$ cat src/hdl/gisa_pkg.sv
`timescale 1ns / 1ps
`default_nettype none
// ---------------------------------------------------------------------------
// GPIO interrupt slot allocator package
// Shared widths, codes and the structs passed between the sequencer and the
// slot table.
// ---------------------------------------------------------------------------
package gisa_pkg;

  localparam int SLOT_W    = 3;
  localparam int PIN_W     = 9;
  localparam int LINE_W    = 8;
  localparam int CNT_CFG_W = 4;
  localparam int POL_SHIFT = 16;
  localparam logic [31:0] FILT_VAL  = 32'h7;
  localparam logic [63:0] LINE_MASK = 64'hFF;

  typedef enum logic [1:0] {
    MODE_REQUEST  = 2'd0,
    MODE_RELEASE  = 2'd1,
    MODE_POLARITY = 2'd2,
    MODE_GRANT    = 2'd3
  } mode_t;

  typedef enum logic [2:0] {
    ST_OK           = 3'd0,
    ST_INVALID_ARGS = 3'd1,
    ST_NO_RESOURCES = 3'd2,
    ST_EXISTS       = 3'd3,
    ST_NOT_FOUND    = 3'd4,
    ST_CANCELED     = 3'd5,
    ST_GRANT_FAILED = 3'd6
  } status_t;

  typedef enum logic [1:0] {
    S_IDLE = 2'b01,
    S_SCAN = 2'b10
  } state_t;

  typedef struct packed {
    logic              free_found;
    logic [SLOT_W-1:0] free_slot;
    logic              pin_found;
    logic [SLOT_W-1:0] pin_slot;
    logic              grant_match;
  } scan_result_t;

  typedef struct packed {
    logic              set;
    logic              clear;
    logic [SLOT_W-1:0] slot;
    logic [PIN_W-1:0]  pin;
  } table_cmd_t;

endpackage
`default_nettype wire

$ cat src/hdl/gisa_slot_table.sv
`timescale 1ns / 1ps
`default_nettype none
// ---------------------------------------------------------------------------
// Slot table and scanner
// Holds the busy flag and pin of every slot and walks the slots one per
// cycle through a single pin comparator to find the lowest free slot, the
// slot holding a pin and whether the granted slot still holds that pin.
// ---------------------------------------------------------------------------
module gisa_slot_table #(
  parameter int MAX_SLOTS = 8
) (
  input  wire                          clk,
  input  wire                          rst,
  input  wire                          scan_start,
  input  wire [gisa_pkg::PIN_W-1:0]    pin,
  input  wire [gisa_pkg::SLOT_W-1:0]   grant_slot,
  input  wire [gisa_pkg::CNT_CFG_W-1:0] usable,
  input  gisa_pkg::table_cmd_t         cmd,
  output logic                         scan_done,
  output gisa_pkg::scan_result_t       result
);

  localparam int CNT_W = $clog2(MAX_SLOTS + 1);
  localparam int IDX_W = (MAX_SLOTS > 1) ? $clog2(MAX_SLOTS) : 1;

  logic [MAX_SLOTS-1:0]       slot_busy;
  logic [gisa_pkg::PIN_W-1:0] slot_pin [MAX_SLOTS];
  logic [CNT_W-1:0]           idx;
  logic                       scanning;

  logic [IDX_W-1:0]              cur;
  logic                          in_range;
  logic                          pin_eq;
  logic [gisa_pkg::SLOT_W-1:0]   cur_slot;

  assign cur      = idx[IDX_W-1:0];
  assign cur_slot = gisa_pkg::SLOT_W'(cur);
  assign in_range = gisa_pkg::CNT_CFG_W'(idx) < usable;
  assign pin_eq   = slot_busy[cur] && (slot_pin[cur] == pin);

  always_ff @(posedge clk) begin
    if (rst) begin
      scanning  <= 1'b0;
      scan_done <= 1'b0;
      idx       <= '0;
      result    <= '0;
    end else begin
      scan_done <= 1'b0;
      if (scan_start) begin
        scanning <= 1'b1;
        idx      <= '0;
        result   <= '0;
      end else if (scanning) begin
        if (in_range && !slot_busy[cur] && !result.free_found) begin
          result.free_found <= 1'b1;
          result.free_slot  <= cur_slot;
        end
        if (in_range && pin_eq && !result.pin_found) begin
          result.pin_found <= 1'b1;
          result.pin_slot  <= cur_slot;
        end
        if ((cur_slot == grant_slot) && pin_eq) begin
          result.grant_match <= 1'b1;
        end
        if (idx == CNT_W'(MAX_SLOTS - 1)) begin
          scanning  <= 1'b0;
          scan_done <= 1'b1;
        end else begin
          idx <= idx + CNT_W'(1);
        end
      end
    end
  end

  always_ff @(posedge clk) begin
    if (rst) begin
      slot_busy <= '0;
    end else if (cmd.set) begin
      slot_busy[cmd.slot[IDX_W-1:0]] <= 1'b1;
    end else if (cmd.clear) begin
      slot_busy[cmd.slot[IDX_W-1:0]] <= 1'b0;
    end
  end

  always_ff @(posedge clk) begin
    if (cmd.set) begin
      slot_pin[cmd.slot[IDX_W-1:0]] <= cmd.pin;
    end
  end

endmodule
`default_nettype wire

$ cat src/hdl/gpio_irq_slot_allocator_top.sv
`timescale 1ns / 1ps
`default_nettype none
// ---------------------------------------------------------------------------
// GPIO interrupt slot allocator
// Takes request, release, polarity and grant outcome words and keeps the
// slot table and the edge/polarity, filter select and pin select images.
// ---------------------------------------------------------------------------
// A word is accepted at a rising edge where start is high and busy is low.
// The block then walks its MAX_SLOTS slots, one per cycle, through a single
// pin comparator, and then decides and updates. done is high
// for exactly one cycle with the result; the receiver cannot stall, and the
// result ports hold their value until the next result.
// busy is high from the accept edge until done is shown, so a new word can
// be accepted in the cycle that done is shown, but not before the block is
// through with the last word.
// The slot count register is written through cfg_write and cfg_data; the user
// must write it only while the block is idle, which the block does not enforce.
// Reset clears all slots and register images and sets the slot count to eight.
// ---------------------------------------------------------------------------
module gpio_irq_slot_allocator_top #(
  parameter int MAX_SLOTS = 8,
  parameter int MAX_PIN   = 255
) (
  input  wire         clk,
  input  wire         rst,
  input  wire         cfg_write,
  input  wire  [3:0]  cfg_data,
  input  wire         start,
  output logic        busy,
  input  wire  [1:0]  mode,
  input  wire  [8:0]  pin,
  input  wire  [2:0]  irq_mode,
  input  wire         polarity_high,
  input  wire         pin_known,
  input  wire  [7:0]  hw_line,
  input  wire  [2:0]  grant_slot,
  input  wire         grant_ok,
  output logic        done,
  output logic [2:0]  status,
  output logic [2:0]  slot,
  output logic [31:0] edge_polarity_word,
  output logic [31:0] filter_select_word,
  output logic [63:0] pin_select_word,
  output logic [1:0]  forwarded_mode
);

  gisa_pkg::state_t  state;
  gisa_pkg::state_t  state_next;
  logic [3:0]        slots_in_use;
  logic [3:0]        usable;

  gisa_pkg::mode_t   mode_r;
  logic [8:0]        pin_r;
  logic [2:0]        irq_mode_r;
  logic              polarity_high_r;
  logic              pin_known_r;
  logic [7:0]        hw_line_r;
  logic [2:0]        grant_slot_r;
  logic              grant_ok_r;

  logic [31:0]       edge_polarity_reg;
  logic [31:0]       filter_select_reg;
  logic [63:0]       pin_select_reg;
  logic [31:0]       edge_polarity_next;
  logic [31:0]       filter_select_next;
  logic [63:0]       pin_select_next;

  gisa_pkg::status_t result_status;
  gisa_pkg::status_t result_status_next;
  logic [2:0]        result_slot;
  logic [2:0]        result_slot_next;
  logic [1:0]        result_fwd;
  logic [1:0]        result_fwd_next;

  logic                   accept;
  logic                   finish;
  logic                   scan_done;
  gisa_pkg::scan_result_t scan;
  gisa_pkg::table_cmd_t   cmd;

  logic [2:0]  sel;
  logic [31:0] ebit;
  logic [31:0] pbit;
  logic        pin_bad;

  assign busy   = (state != gisa_pkg::S_IDLE);
  assign accept = start && !busy;
  assign finish = (state == gisa_pkg::S_SCAN) && scan_done;
  assign usable = (slots_in_use > 4'(MAX_SLOTS)) ? 4'(MAX_SLOTS) : slots_in_use;

  gisa_slot_table #(
    .MAX_SLOTS (MAX_SLOTS)
  ) u_table (
    .clk        (clk),
    .rst        (rst),
    .scan_start (accept),
    .pin        (pin_r),
    .grant_slot (grant_slot_r),
    .usable     (usable),
    .cmd        (cmd),
    .scan_done  (scan_done),
    .result     (scan)
  );

  always_comb begin
    state_next = state;
    unique case (state)
      gisa_pkg::S_IDLE: begin
        if (start) state_next = gisa_pkg::S_SCAN;
      end
      gisa_pkg::S_SCAN: begin
        if (scan_done) state_next = gisa_pkg::S_IDLE;
      end
      default: state_next = gisa_pkg::S_IDLE;
    endcase
  end

  assign pin_bad = pin_r > 9'(MAX_PIN);
  assign sel = (mode_r == gisa_pkg::MODE_REQUEST) ? scan.free_slot : scan.pin_slot;
  assign ebit = 32'd1 << sel;
  assign pbit = ebit << gisa_pkg::POL_SHIFT;

  always_comb begin
    edge_polarity_next = edge_polarity_reg;
    filter_select_next = filter_select_reg;
    pin_select_next    = pin_select_reg;
    result_status_next = gisa_pkg::ST_OK;
    result_slot_next   = 3'd0;
    result_fwd_next    = 2'd0;
    cmd                = '0;
    cmd.pin            = pin_r;
    unique case (mode_r)
      gisa_pkg::MODE_REQUEST: begin
        if (pin_bad) begin
          result_status_next = gisa_pkg::ST_INVALID_ARGS;
        end else if (!scan.free_found) begin
          result_status_next = gisa_pkg::ST_NO_RESOURCES;
        end else if (scan.pin_found) begin
          result_status_next = gisa_pkg::ST_EXISTS;
        end else if (!pin_known_r) begin
          result_status_next = gisa_pkg::ST_NOT_FOUND;
        end else if (irq_mode_r[2]) begin
          result_status_next = gisa_pkg::ST_INVALID_ARGS;
        end else begin
          edge_polarity_next = irq_mode_r[1] ? (edge_polarity_reg & ~ebit)
                                             : (edge_polarity_reg | ebit);
          edge_polarity_next = irq_mode_r[0] ? (edge_polarity_next | pbit)
                                             : (edge_polarity_next & ~pbit);
          filter_select_next = filter_select_reg | (gisa_pkg::FILT_VAL << {sel, 2'b00});
          pin_select_next    = (pin_select_reg & ~(gisa_pkg::LINE_MASK << {sel, 3'b000}))
                             | (64'(hw_line_r) << {sel, 3'b000});
          cmd.set            = finish;
          cmd.slot           = sel;
          result_slot_next   = sel;
          result_fwd_next    = {irq_mode_r[1], 1'b0};
        end
      end
      gisa_pkg::MODE_RELEASE: begin
        if (!scan.pin_found) begin
          result_status_next = gisa_pkg::ST_NOT_FOUND;
        end else begin
          cmd.clear        = finish;
          cmd.slot         = sel;
          result_slot_next = sel;
        end
      end
      gisa_pkg::MODE_POLARITY: begin
        if (pin_bad) begin
          result_status_next = gisa_pkg::ST_INVALID_ARGS;
        end else if (!scan.pin_found) begin
          result_status_next = gisa_pkg::ST_NOT_FOUND;
        end else begin
          edge_polarity_next = polarity_high_r ? (edge_polarity_reg & ~pbit)
                                               : (edge_polarity_reg | pbit);
          result_slot_next   = sel;
        end
      end
      gisa_pkg::MODE_GRANT: begin
        result_slot_next = grant_slot_r;
        if (!scan.grant_match) begin
          result_status_next = gisa_pkg::ST_CANCELED;
        end else if (!grant_ok_r) begin
          result_status_next = gisa_pkg::ST_GRANT_FAILED;
          cmd.clear          = finish;
          cmd.slot           = grant_slot_r;
        end
      end
      default: begin
        result_status_next = gisa_pkg::ST_OK;
      end
    endcase
  end

  always_ff @(posedge clk) begin
    if (rst) begin
      state             <= gisa_pkg::S_IDLE;
      slots_in_use      <= 4'd8;
      done              <= 1'b0;
      edge_polarity_reg <= '0;
      filter_select_reg <= '0;
      pin_select_reg    <= '0;
    end else begin
      state <= state_next;
      done  <= finish;
      if (cfg_write) begin
        slots_in_use <= cfg_data;
      end
      if (finish) begin
        edge_polarity_reg <= edge_polarity_next;
        filter_select_reg <= filter_select_next;
        pin_select_reg    <= pin_select_next;
      end
    end
  end

  always_ff @(posedge clk) begin
    if (accept) begin
      mode_r          <= gisa_pkg::mode_t'(mode);
      pin_r           <= pin;
      irq_mode_r      <= irq_mode;
      polarity_high_r <= polarity_high;
      pin_known_r     <= pin_known;
      hw_line_r       <= hw_line;
      grant_slot_r    <= grant_slot;
      grant_ok_r      <= grant_ok;
    end
    if (finish) begin
      result_status <= result_status_next;
      result_slot   <= result_slot_next;
      result_fwd    <= result_fwd_next;
    end
  end

  assign status             = result_status;
  assign slot               = result_slot;
  assign forwarded_mode     = result_fwd;
  assign edge_polarity_word = edge_polarity_reg;
  assign filter_select_word = filter_select_reg;
  assign pin_select_word    = pin_select_reg;

endmodule
`default_nettype wire

$ cat config.mk
export PLATFORM = sky130hd
export DESIGN_NAME = gpio_irq_slot_allocator_top
export DESIGN_NICKNAME = d
export VERILOG_FILES = /design/src/hdl/gisa_pkg.sv /design/src/hdl/gisa_slot_table.sv /design/src/hdl/gpio_irq_slot_allocator_top.sv
export SDC_FILE = /design/constraint.sdc
export NUM_CORES = 1
export LEC_CHECK = 0
export CAP_MARGIN = 25
export CORE_MARGIN = 5
export CORE_UTILIZATION = 55
export DETAILED_ROUTE_END_ITERATION = 8
export DONT_BUFFER_PORTS = 1
export PLACE_DENSITY_LB_ADDON = 0.08
export SETUP_SLACK_MARGIN = 0.05
export SLEW_MARGIN = 40
export SYNTH_ARGS = -nofsm -noshare
export SYNTH_HDL_FRONTEND = slang
export SYNTH_HIERARCHICAL = 1
export SYNTH_SLANG_ARGS = --single-unit
$ cat constraint.sdc
create_clock -name clk -period 7.06 [get_ports clk]
set_input_delay 1.412 -clock clk [delete_from_list [all_inputs] [get_ports clk]]
set_output_delay 1.412 -clock clk [all_outputs]
set_load 0.01 [all_outputs]
==> results of run 1 <==
==> critical path: cells and delay by family, from the launching register on <==
family                 cells  cell delay (ns)
AND/OR/NAND/NOR            4             1.27
flip-flops                 1             0.66
AO/OA/AOI/OAI              2             0.65
buffers and inverters      1             0.38
==> layout by cell type (no fill, tap or decap), drive strengths merged, types with 7 or more instances in the layout <==
| cell type | count |
|---|---|
| nor2b | 10 |
| dfxtp | 137 |
| clkbuf | 34 |
| nand3 | 22 |
| nand2b | 92 |
| o21ai | 17 |
| inv | 33 |
| nand2 | 21 |
| conb | 25 |
| nor2 | 34 |
| mux4 | 12 |
| buf | 7 |
| edfxtp | 107 |
| mux2i | 114 |
| a21oi | 44 |
| xnor2 | 7 |
==> worst paths after layout <==
| path | from | end | slack [ns] |
|---|---|---|---|
| setup reg to reg | mode_r[1]$_DFFE_PP_ | u_table/slot_pin[3][6]$_DFFE_PP_ | 3.75 |
| setup / recovery | mode_r[1]$_DFFE_PP_ | u_table/slot_pin[3][6]$_DFFE_PP_ | 3.75 |
| hold reg to reg | u_table/result[1]$_SDFFE_PP0P_ | u_table/result[1]$_SDFFE_PP0P_ | 0.48 |
| hold / removal | u_table/result[1]$_SDFFE_PP0P_ | u_table/result[1]$_SDFFE_PP0P_ | 0.48 |
==> routing by layer <==
metal  wire [um]  global-route usage, %  vias to the layer above
met1        9301                  27.95                     2849
li1            -                      -                     2754
met5          27                      0                        -
met3        1745                  5.751                       51
met4         641                  7.118                        4
met2       10150                  31.55                      209
==> stage by stage <==
step,util [%],cells
CTS,60.58,1034
floorplan,-,832
global placement,55.63,988
detailed placement,55.73,989
finish,60.59,1034
global route,60.59,1034
==> sequential cells by signal, indices dropped and copies added, names as in the netlist, 3 cells and up, named ones only <==
signal	count
grant_slot_r	3
hw_line_r	8
pin_r	9
irq_mode_r	3
u_table/result	9
pin_select_word	64
u_table/slot_pin	72
slots_in_use	4
u_table/idx	4
filter_select_word	24
slot	3
status	3
edge_polarity_word	8
==> power by group through the flow <==
stage                     registers [uW]  clock network, uW  logic (uW)
after floorplan                     1530                  0        96.8
after global placement              1540                  0        88.3
after detailed placement            1540                  0        91.3
after CTS                           1510               1380        91.8
after global routing                1520               1440        99.7
final                               1510               1350        91.1
==> cell type report <==
| cell class | count | area, um2 |
|---|---|---|
| clock buffer | 34 | 752.0 |
| fill | 1392 | 7056 |
| tap | 229 | 286.5 |
| inverter | 32 | 120.1 |
| clock inverter | 11 | 116.4 |
| sequential | 244 | 5957 |
| timing repair buffer | 7 | 60.06 |
| multi-input combinational | 477 | 3555 |
==> kinds of logic (layout without fill, tap and decap cells) <==
kind of cell,after synthesis,count (layout),share of synthesized area (%)
flip-flops,244,244,59.60
XOR/XNOR,13,13,1.139
buffers and inverters,111,84,5.834
other,1,25,0.03753
AO/OA/AOI/OAI,94,94,6.097
AND/OR/NAND/NOR,214,214,12.56
multiplexers,127,127,14.24
adder cells (fa/ha/maj),4,4,0.5008
==> reports/metrics.yaml, run 1 <==
finalWirelength_mm: 21.87
area_growth_syn_to_layout_pct: 8.539
numCtsBuffers: 25
fin_crit_ns: 3.313
io_pins: 174
drc: 0
ys_seq_area_share_pct: 59.60
grt.total_usage_pct: 20.45
cts_max_path_buffers: 3
vias: 5867
tritoncts: "yes"
place_ws_ns: 3.563
rsz0062_at_grt: "false"
status: "finished clean"
fp.dieW_um: 144.8
dpl_cell_area_um2: 9977
critPathLaunchType: "flip-flop"
fin_crit_sh_pct: 46.93
finalHoldWorstSlack_ns: 0.4763
max_slew_margin_pct: 48.43
nets: 827
cp_cell_sequence: "or3_4 -> nor3_1 -> a21oi_1 -> o21ai_1 -> nor2b_1 -> nand3_1 -> inv_1"
yosysUniqueCellTypes: 60
setup_viol: 0
grt-ovfl-total: 0
dr.pass1.iters: 5
power.static_leakage_uw: 0.004088
rr_worst_depth: 7
drt_iter0_drc: 346
synth_common_cells: "dfxtp_1, mux2i_1, edfxtp_1"
hold_path_class: "reg -> reg"
hpwl_mm: 14.94
combPwrFrac_pct: 3.1
drt-vias-per-instance: 5.674
die_h_um: 144.8
post_drt_wl_per_cell_um: 21.15
worstHoldPathCells: 2
clk_pin_slew_ns: 0.06
synthMostInstantiatedCell: "dfxtp_1"
synth_top_area_share_pct: 32.15
numPortBuffers: 0
syn_inst: 808
antenna_found_initial: 3
drive_above_1_share_pct: 10.68
clockRootBuffer: "clkbuf_16"
start_util_pct: 55.82
crit_type: "reg -> reg"
synth.avg_cell_area_um2: 12.37
cts_resized: 0
final.setup_skew_ns: 0.01332
ant_nets: 0
intPower_uw: 2349
clkPwrFrac_pct: 45.7
critPathRequiredTime_ns: 7.22
max_stage_delay_ns: 0.66
synthArstFlopShare_pct: 0
design_area_um2: 10850
cts_sinks: 244
design.die.area_um2: 20970
cp_slowest_cell: "edfxtp_1"
synth_top_cells_by_area: "edfxtp_1, dfxtp_1, mux2i_1, nand2b_1, mux4_2"
power.total_uw: 2958
synth_flop_cell: "dfxtp_1"
arrival_ns: 3.48
max_freq_mhz: 301.8
cap_viol_max_count: 0
syn_area_um2: 9993
hold_viol: 0
post_cts_buffers: 0
power.density_nw_per_um2: 272.7
layout_setup_ws_ns: 3.747
power_switching_uw: 609.5
irDropWorstVdd_mv: 0.1637
grt_pass1_wl_mm: 33.22
grt_max_degree: 132
end_kind: "flip-flop"
synth_edf_count: 107
tightest_slew_ns: 0.7677
synth_top_cell_by_area: "edfxtp_1"
switching_share_pct: 20.60
cts-hold-fix-buffers: 0
ys_ff_latch: 244
antenna_cells: 0
slew_viol_final: 0
ys_warn_count: 6
crit_fanout: 21
gp_congestion: 0.7819
ctsHtreeMaxLevel: 1
grt_pass1_vias: 5826
seqPwrFrac_pct: 51.2
setup_tns_ns: 0
coreArea_um2: 17900
rows: 49
worstSkewPairLatency_ns: 0.52
Power figures use the tool's default switching activity.
==> inputs of run 2 (changes only) <==
- clock period: 7.06 -> 3.2 ns (I/O delays scaled with it)
==> reports/metrics.yaml, run 2 (synthesized netlist as in run 1, its figures left out) <==
finalWirelength_mm: 21.80  # -0.35%
cts_resized: 0  # unchanged
cts_max_path_buffers: 3  # unchanged
rsz0062_at_grt: "false"
largest_reg_flops: 72  # unchanged
power.total_uw: 6858  # +130%
layout_commonest_cell: "dfxtp_1"
hold_viol: 0  # unchanged
grt.total_usage_pct: 20.28  # -0.18 points
ctsHtreeMaxLevel: 1  # unchanged
nFillCells: 1406  # +1.0%
drive_above_1_share_pct: 11.80  # +1.1 points
final.setup_skew_ns: 0.01315  # -0.0001732 ns
status: "finished clean"
irDropWorstVdd_mv: 0.4103  # +150%
grt-ovfl-total: 0  # unchanged
drc: 0  # unchanged
fp.dieW_um: 144.8  # unchanged
cap_viol_max_count: 0  # unchanged
grt_pass1_vias: 5901  # +1.3%
final_cell_mix: "dfxtp_1, mux2i_1, edfxtp_1"
crit_type: "reg -> reg"
power.static_leakage_uw: 0.004213  # +3.1%
rows: 49  # unchanged
io_pins: 174  # unchanged
area_growth_syn_to_layout_pct: 10.60
numCtsBuffers: 26  # +4.0%
ant_nets: 0  # unchanged
critPathLaunchType: "flip-flop"
antenna_found_initial: 1  # -2
die_h_um: 144.8  # unchanged
vias: 5884  # +0.29%
post_drt_wl_per_cell_um: 20.72  # -2.1%
end_kind: "flip-flop"
post_cts_buffers: 0  # unchanged
design.die.area_um2: 20970  # unchanged
fin_crit_ns: 2.604  # -0.7090 ns
nets: 842  # +1.8%
cts-hold-fix-buffers: 0  # unchanged
dr.pass1.iters: 4  # -1
regToRegStartpoint: "mode_r[1]$_DFFE_PP_"
critPathRequiredTime_ns: 3.37  # -3.85 ns
grt_pass1_wl_mm: 33.06  # -0.46%
coreArea_um2: 17900  # unchanged
drt_iter0_drc: 401  # +16%
hpwl_mm: 15.27  # +2.2%
hold_start: "rst"
crit_fanout: 20  # -4.8%
clk_pin_slew_ns: 0.06  # about the same
slew_viol_final: 0  # unchanged
numPortBuffers: 0  # unchanged
max_freq_mhz: 384.0  # +27%
drt-vias-per-instance: 5.593  # -1.4%
max_slew_margin_pct: 50.39  # +2.0 points
fin_crit_sh_pct: 81.38  # +34 points
gp_congestion: 0.8467  # +8.3%
setup_tns_ns: 0  # unchanged
tritoncts: "yes"
grt_max_degree: 132  # unchanged
cts_sinks: 244  # unchanged
hold_path_class: "in -> reg"
start_util_pct: 55.82  # unchanged
power.density_nw_per_um2: 620.4  # +130%
tightest_slew_ns: 0.7396  # -0.02807 ns
arrival_ns: 2.77  # -0.71 ns
setup_viol: 0  # unchanged
clockRootBuffer: "clkbuf_16"
cp-startpoint: "mode_r[1]$_DFFE_PP_"
worstSkewPairLatency_ns: 0.51  # about the same
run 2: cell count changes in the layout (fill, tap and decap cells not counted), sizes merged:
cell and change:
buf +14, bufinv +4, clkbuf -1, clkinv +3, clkinvlp -3, diode +1
run 2: worst paths after layout:
| kind | end | slack [ns] | cells after the start |
|---|---|---|---|
| setup reg to reg | u_table/slot_pin[3][4]$_DFFE_PP_ | 0.60 | 8 |
| hold reg to reg | flip-flop | 0.48 | 2 |
| setup / recovery | u_table/slot_pin[3][4]$_DFFE_PP_ | 0.60 | 8 |
| hold / removal | u_table/scanning$_SDFF_PP0_ | 0.21 | 1 |
run 2: layer usage:
metal / vias up / part of all wire, % / track usage [%]
li1: 2785 / - / -
met1: 2879 / 41 / 26.29
met5: - / 0.060 / 0
met4: 2 / 1.4 / 5.253
met2: 192 / 49 / 33.74
met3: 26 / 8.1 / 5.751
run 2: power breakdown:
group          switching [uW]  total (uW)  internal, uW  leakage, uW
logic                     130         211          81.2      0.00165
registers                39.2        3330          3290      0.00208
clock network            1170        3310          2140     0.000480
run 2: area by class of cell:
class	instances	area (um2)	area share (%)
inverter	32	120.1	1.087
multi-input combinational	477	3552	32.14
antenna	1	2.502	0.02264
sequential	244	5956	53.88
clock inverter	15	229.0	2.072
timing repair buffer	21	157.7	1.426
tap	229	286.5	2.592
clock buffer	33	749.5	6.781
run 2: critical path: stages, from the launching register on:
cell,delay [ns]
edfxtp_1,0.39
buf_4,0.21
nor2_1,0.42
mux2i_1,0.29
o21ai_0,0.15
buf_4,0.20
nor2b_1,0.15
nand3_1,0.11
inv_1,0.33
run 2: metrics by stage:
stage / util (%) / cell area (um2) / worst slack [ns] / std cells / hold slack (ns)
5_1_grt: 61.73 / 11050 / 0.2741 / 1051 / 0.1838
6_report: 61.74 / 11050 / 0.5959 / 1052 / 0.2118
2_1_floorplan: - / 10080 / 0.2476 / 832 / 0.4379
3_3_place_gp: 56.26 / 10070 / 0.6814 / 1003 / 0.4612
4_1_cts: 61.73 / 11050 / 0.5663 / 1051 / 0.1828
3_5_place_dp: 56.26 / 10070 / 0.6199 / 1003 / 0.4640
